===== config.mk =====
export PLATFORM = sky130hd
export DESIGN_NAME = hlc_div_step
export DESIGN_NICKNAME = d
export VERILOG_FILES = /design/src/sv/homogeneous_line_clip_assert.svh /design/src/sv/hlc_pkg.sv /design/src/sv/hlc_div_step.sv
export SDC_FILE = /design/constraint.sdc
export NUM_CORES = 1
export LEC_CHECK = 0
export BUFFER_PORTS_ARGS = -buffer_cell sky130_fd_sc_hd__buf_2
export CAP_MARGIN = 20
export CORE_AREA = 2 2 712 714
export DETAILED_ROUTE_END_ITERATION = 10
export DIE_AREA = 0 0 714 716
export PLACE_DENSITY = 0.33
export SYNTH_ARGS = -nofsm -noshare
export SYNTH_HDL_FRONTEND = slang
export SYNTH_SLANG_ARGS = --single-unit

===== constraint.sdc =====
create_clock -name clk_i -period 1 [get_ports clk_i]
set_input_delay 0 -clock clk_i [delete_from_list [all_inputs] [get_ports clk_i]]
set_output_delay 0 -clock clk_i [all_outputs]
set_load 0.01 [all_outputs]

===== src/sv/homogeneous_line_clip_assert.svh =====
// Assertion macros for the homogeneous line clipper.
// Included by RTL files that carry concurrent checks; no other dependencies.
`ifndef HOMOGENEOUS_LINE_CLIP_ASSERT_SVH
`define HOMOGENEOUS_LINE_CLIP_ASSERT_SVH
`ifndef SYNTH
`define HLC_ASSERT(lbl, clk, rstn, prop) \
  lbl: assert property (@(posedge clk) disable iff (!rstn) prop) \
    else $error("hlc assertion failed");
`define HLC_ASSERT_NEVER(lbl, clk, rstn, cond) \
  `HLC_ASSERT(lbl, clk, rstn, !(cond))
`else
`define HLC_ASSERT(lbl, clk, rstn, prop)
`define HLC_ASSERT_NEVER(lbl, clk, rstn, cond)
`endif
`endif


===== src/sv/hlc_pkg.sv =====
// Shared constants, word types and helpers of the homogeneous line clipper.
// Used by every module of the block; depends on nothing.
`default_nettype none
package hlc_pkg;

  localparam int CoordWidth = 32;
  localparam int FracBits   = 16;
  localparam int NumPlanes  = 6;
  localparam int NumAxes    = 4;
  // boundary values w +/- c and coordinate differences
  localparam int BndW = CoordWidth + 1;
  // numerator, denominator and remainder of the plane quotients
  localparam int DenW = CoordWidth + 2;
  // t in unsigned Q1.FracBits, 0 to 1 inclusive
  localparam int TW   = FracBits + 1;

  typedef logic signed [CoordWidth-1:0] coord_t;
  typedef logic [NumAxes-1:0][CoordWidth-1:0] vec_t;

  typedef struct packed {
    coord_t a_x;
    coord_t a_y;
    coord_t a_z;
    coord_t a_w;
    coord_t b_x;
    coord_t b_y;
    coord_t b_z;
    coord_t b_w;
  } in_t;

  typedef struct packed {
    logic   visible;
    coord_t clip_a_x;
    coord_t clip_a_y;
    coord_t clip_a_z;
    coord_t clip_a_w;
    coord_t clip_b_x;
    coord_t clip_b_y;
    coord_t clip_b_z;
    coord_t clip_b_w;
  } out_t;

  // word traveling through the divider stages
  typedef struct packed {
    in_t                                   pts;
    logic [NumPlanes-1:0]                  exit_m;
    logic [NumPlanes-1:0]                  ent_m;
    logic                                  rej;
    logic                                  triv;
    logic                                  a_out;
    logic                                  b_out;
    logic [NumAxes-1:0]                    d_neg;
    logic [NumAxes-1:0][BndW-1:0]          d_mag;
    logic [NumPlanes-1:0][DenW-1:0]        rem;
    logic [NumPlanes-1:0][DenW-1:0]        den;
    logic [NumPlanes-1:0][FracBits-1:0]    quo;
  } div_t;

  // axes in order x, y, z, w
  function automatic vec_t a_vec(input in_t p);
    vec_t v;
    v[0] = p.a_x;
    v[1] = p.a_y;
    v[2] = p.a_z;
    v[3] = p.a_w;
    return v;
  endfunction

  function automatic vec_t b_vec(input in_t p);
    vec_t v;
    v[0] = p.b_x;
    v[1] = p.b_y;
    v[2] = p.b_z;
    v[3] = p.b_w;
    return v;
  endfunction

endpackage
`default_nettype wire


===== src/sv/hlc_div_step.sv =====
// One restoring division step for all six planes, registered.
// Depends on hlc_pkg.
`default_nettype none
module hlc_div_step (
  input  wire logic          clk_i,
  input  wire logic          rst_ni,
  input  wire logic          en_i,
  input  wire logic          valid_i,
  input  wire hlc_pkg::div_t data_i,
  output logic               valid_o,
  output hlc_pkg::div_t      data_o
);

  localparam int DenW = hlc_pkg::DenW;
  localparam int FB   = hlc_pkg::FracBits;

  logic          valid_q;
  hlc_pkg::div_t data_q, data_d;

  always_comb begin
    logic [DenW:0] r2, dx;
    logic          ge;
    data_d = data_i;
    for (int i = 0; i < hlc_pkg::NumPlanes; i++) begin
      r2 = {data_i.rem[i], 1'b0};
      dx = {1'b0, data_i.den[i]};
      ge = (r2 >= dx);
      data_d.rem[i] = ge ? DenW'(r2 - dx) : DenW'(r2);
      data_d.quo[i] = {data_i.quo[i][FB-2:0], ge};
    end
  end

  always_ff @(posedge clk_i or negedge rst_ni) begin
    if (!rst_ni) begin
      valid_q <= 1'b0;
    end else if (en_i) begin
      valid_q <= valid_i;
    end
  end

  always_ff @(posedge clk_i) begin
    if (en_i) begin
      data_q <= data_d;
    end
  end

  assign valid_o = valid_q;
  assign data_o  = data_q;

endmodule
`default_nettype wire


==> impl_metrics.json <==
{
  "fin_skew_ns": 0,
  "initial_core_util": 0.0824,
  "arrival_ns": 2.71,
  "die_area_um2": 511000,
  "synth_compound_area_frac": 0.107,
  "ys_top_cells_by_count": "edfxtp_1 (912), inv_1 (254), a21oi_1 (242)",
  "numCtsBuffers": 137,
  "io_buffer_count": 1822,
  "violations": "negative hold slack, negative setup slack",
  "die_h_um": 716,
  "avgViaCountPerCell": 3.13,
  "synthAdderAreaFrac": 0.0644,
  "regArea_um2": 27400,
  "track_usage": 0.144,
  "grt_start_max_net_pins": 45,
  "worstSetupPathType": "primary input to flip-flop",
  "rsz0062_at_grt": "true",
  "coreArea_um2": 504000,
  "nNetsFinal": 8531,
  "insertion_delay_ns": 0.88,
  "nFillCells": 55836,
  "ant_nets": 0,
  "synthCells": 2972,
  "finalCritPeriodShare": 2.18,
  "synth-seq-area-share": 0.661,
  "routabilityCongestion": 0.978,
  "avgSynthCellArea_um2": 14.0,
  "synth_nets": 4098,
  "grt_pass1_vias": 46824,
  "cts_tree": "built",
  "synth_xor_area_frac": 0.0363,
  "antenna_found_initial": 191,
  "ys_ff_latch": 913,
  "yosysTopAreaCellShare": 0.660,
  "drtIter0Drc": 2372,
  "end_kind": "flip-flop",
  "cts.clk_slew.worst_paths_ns": 0.06,
  "wl_per_cell_um": 27.1,
  "die_x_um": 714,
  "synth_top_family_by_area": "compound AO/OA/AOI/OAI gates",
  "dp_hpwl_um": 332000,
  "routed_wl_um": 387000,
  "peakVddDrop_mv": 1.18,
  "drc_errors": 0,
  "rows": 261,
  "multi_input_area_um2": 16200,
  "ys_warn_count": 0,
  "place_ws_ns": -2.57,
  "synthDistinctLibCells": 83,
  "p_leak_nw": 38.1,
  "status": "finished with violations",
  "worstReg2RegStart": "valid_o$_DFFE_PN0P_",
  "grt_overflow_total": 0,
  "grt_pass1_wl_um": 482000,
  "slew_headroom": 0.642,
  "synthMuxAreaShare": 0.0368,
  "hp-start": "data_i[166]",
  "setup_viol": 1180,
  "fin_ws_ns": -1.18,
  "ios": 1829,
  "synth_edf_count": 912,
  "worstPathRequired_ns": 1.53,
  "power_density_nw_per_um2": 1520,
  "cts_num_sinks": 913,
  "clock.fmax_ghz": 0.459,
  "timing.final.max_slew_violations": 0,
  "whs_ns": -0.700,
  "cp_max_fo": 5,
  "syn_area_um2": 41500,
  "worstMarginPinSlew_ns": 0.532,
  "yosysMostFrequentCell": "edfxtp_1",
  "final-hold-violation-count": 129,
  "clockBufferDepth": 4,
  "layout-drive-gt1-share": 0.485,
  "yosys-top-cells-area": "edfxtp_1 (66%), ha_1 (6.2%), a21oi_1 (2.9%)",
  "cap_violations": 0,
  "syn2layout_area_growth_pct": 121,
  "yosys.area_share.simple": 0.0633,
  "period_needed_ns": 2.18,
  "async_flop_share": 0.00110,
  "first_pass_iters": 5,
  "synth_top_area_cell": "edfxtp_1",
  "dr_total_vias": 44644,
  "tns_ns": -593.34,
  "htree_levels": 4,
  "startpoint": "data_i[355]",
  "hold_class": "primary input to flip-flop",
  "ys.flop_type": "edfxtp_1",
  "startpoint_type": "primary input",
  "root_buffer": "clkbuf_16"
}
[flip-flops by register name (all words and copies together), names as in the netlist]
name,count
data_o,912
valid_o,1
[final cells by class]
type | count | share of cell area
Antenna cell | 50 | 0.00137
Clock buffer | 164 | 0.0397
Clock inverter | 76 | 0.00942
Inverter | 257 | 0.0121
Multi-Input combinational cell | 1731 | 0.176
Sequential cell | 913 | 0.299
Tap cell | 6706 | 0.0916
Timing Repair Buffer | 4364 | 0.370
Timing Repair inverter | 1 | 0.000123
[power by group]
group	internal (mW)	switching [mW]	total (mW)
clock	29.1	21.4	50.5
combinational	19.1	21.2	40.3
sequential	46.7	1.92	48.6
total	94.9	44.5	139
[final timing paths]
kind	end	slack, ns	cells past startpoint
max reg2reg	valid_o$_DFFE_PN0P_	0.25	1
max	data_o[340]$_DFFE_PP_	-1.18	13
min in group asynchronous	valid_o$_DFFE_PN0P_	0.48	4
max in group asynchronous	valid_o$_DFFE_PN0P_	0.41	4
min reg2reg	valid_o$_DFFE_PN0P_	0.52	1
min	data_o[166]$_DFFE_PP_	-0.70	1
[cell usage in the layout, fill, tap and decap left out, types with 15 or more instances in the layout]
cell type and count:
and3_1 18, inv_2 31, a21oi_1 153, inv_1 200, o21bai_1 29, buf_16 17, nor3_1 15, nand4_1 41
xor2_1 61, nor2_4 33, xnor2_1 105, nor2b_1 27, mux2_4 109, buf_12 72, buf_2 1741, dlygate4sd3_1 1501
edfxtp_1 912, nand2b_1 18, nor2_2 17, a21oi_2 72, clkbuf_1 21, ha_1 113, diode_2 50, nand3_1 31
a21o_1 104, buf_4 923, o21ai_1 17, buf_6 82, clkinvlp_4 17, o21ai_0 64, clkbuf_16 142, ha_4 88
clkinv_2 16, o21a_1 28, clkinv_1 15, nand2_1 124, buf_8 24, a21oi_4 19, nor2_1 112
[cells by family after synthesis]
| group | Yosys count |
|---|---|
| buffers and inverters | 328 |
| multiplexers | 127 |
| AND/OR/NAND/NOR | 542 |
| flip-flops | 913 |
| XOR/XNOR | 172 |
| AO/OA/AOI/OAI | 680 |
| adder cells (fa/ha/maj) | 210 |
[routing by layer]
layer | routed length, um | part of all wire | vias to the layer above | GRT usage
li1 | - | - | 20177 | -
met1 | 147000 | 0.38 | 21975 | 0.160
met2 | 175000 | 0.45 | 1827 | 0.233
met3 | 46400 | 0.12 | 591 | 0.0746
met4 | 17700 | 0.046 | 74 | 0.0540
met5 | 506 | 0.0013 | - | 0
[critical path, cell delays in order]
cell and delay (ns):
buf_2 0.09, dlygate4sd3_1 0.63, ha_4 0.30, nand2_1 0.08, or3_4 0.40, nor3_1 0.14
a211oi_1 0.09, o211ai_1 0.16, a31oi_2 0.09, o21ai_4 0.11, buf_12 0.16, buf_12 0.14
mux2_4 0.31
[stage by stage]
stage | cell area [um^2] | cells | hold slack (ns) | total power, mW | util
after global placement | 67600 | 12355 | -0.226 | 81.6 | 0.134
after CTS | 89700 | 14109 | -0.813 | 141 | 0.178
after global routing | 91600 | 14232 | -0.771 | 146 | 0.182
after detailed placement | 67600 | 12355 | -0.223 | 81.4 | 0.134
after floorplan | 43000 | 2972 | -0.296 | 60.1 | -
final | 91600 | 14262 | -0.700 | 139 | 0.182
[repair_timing]
action,in CTS,in global routing
cloned,18,1
setup endpoints to repair,1123,1123
setup buffers,80,33
pin swaps,152,85
hold buffers,1425,95
endpoints found under the hold margin,1484,197
resized for setup,510,178
No activity file was read; power rests on OpenSTA's default activity.
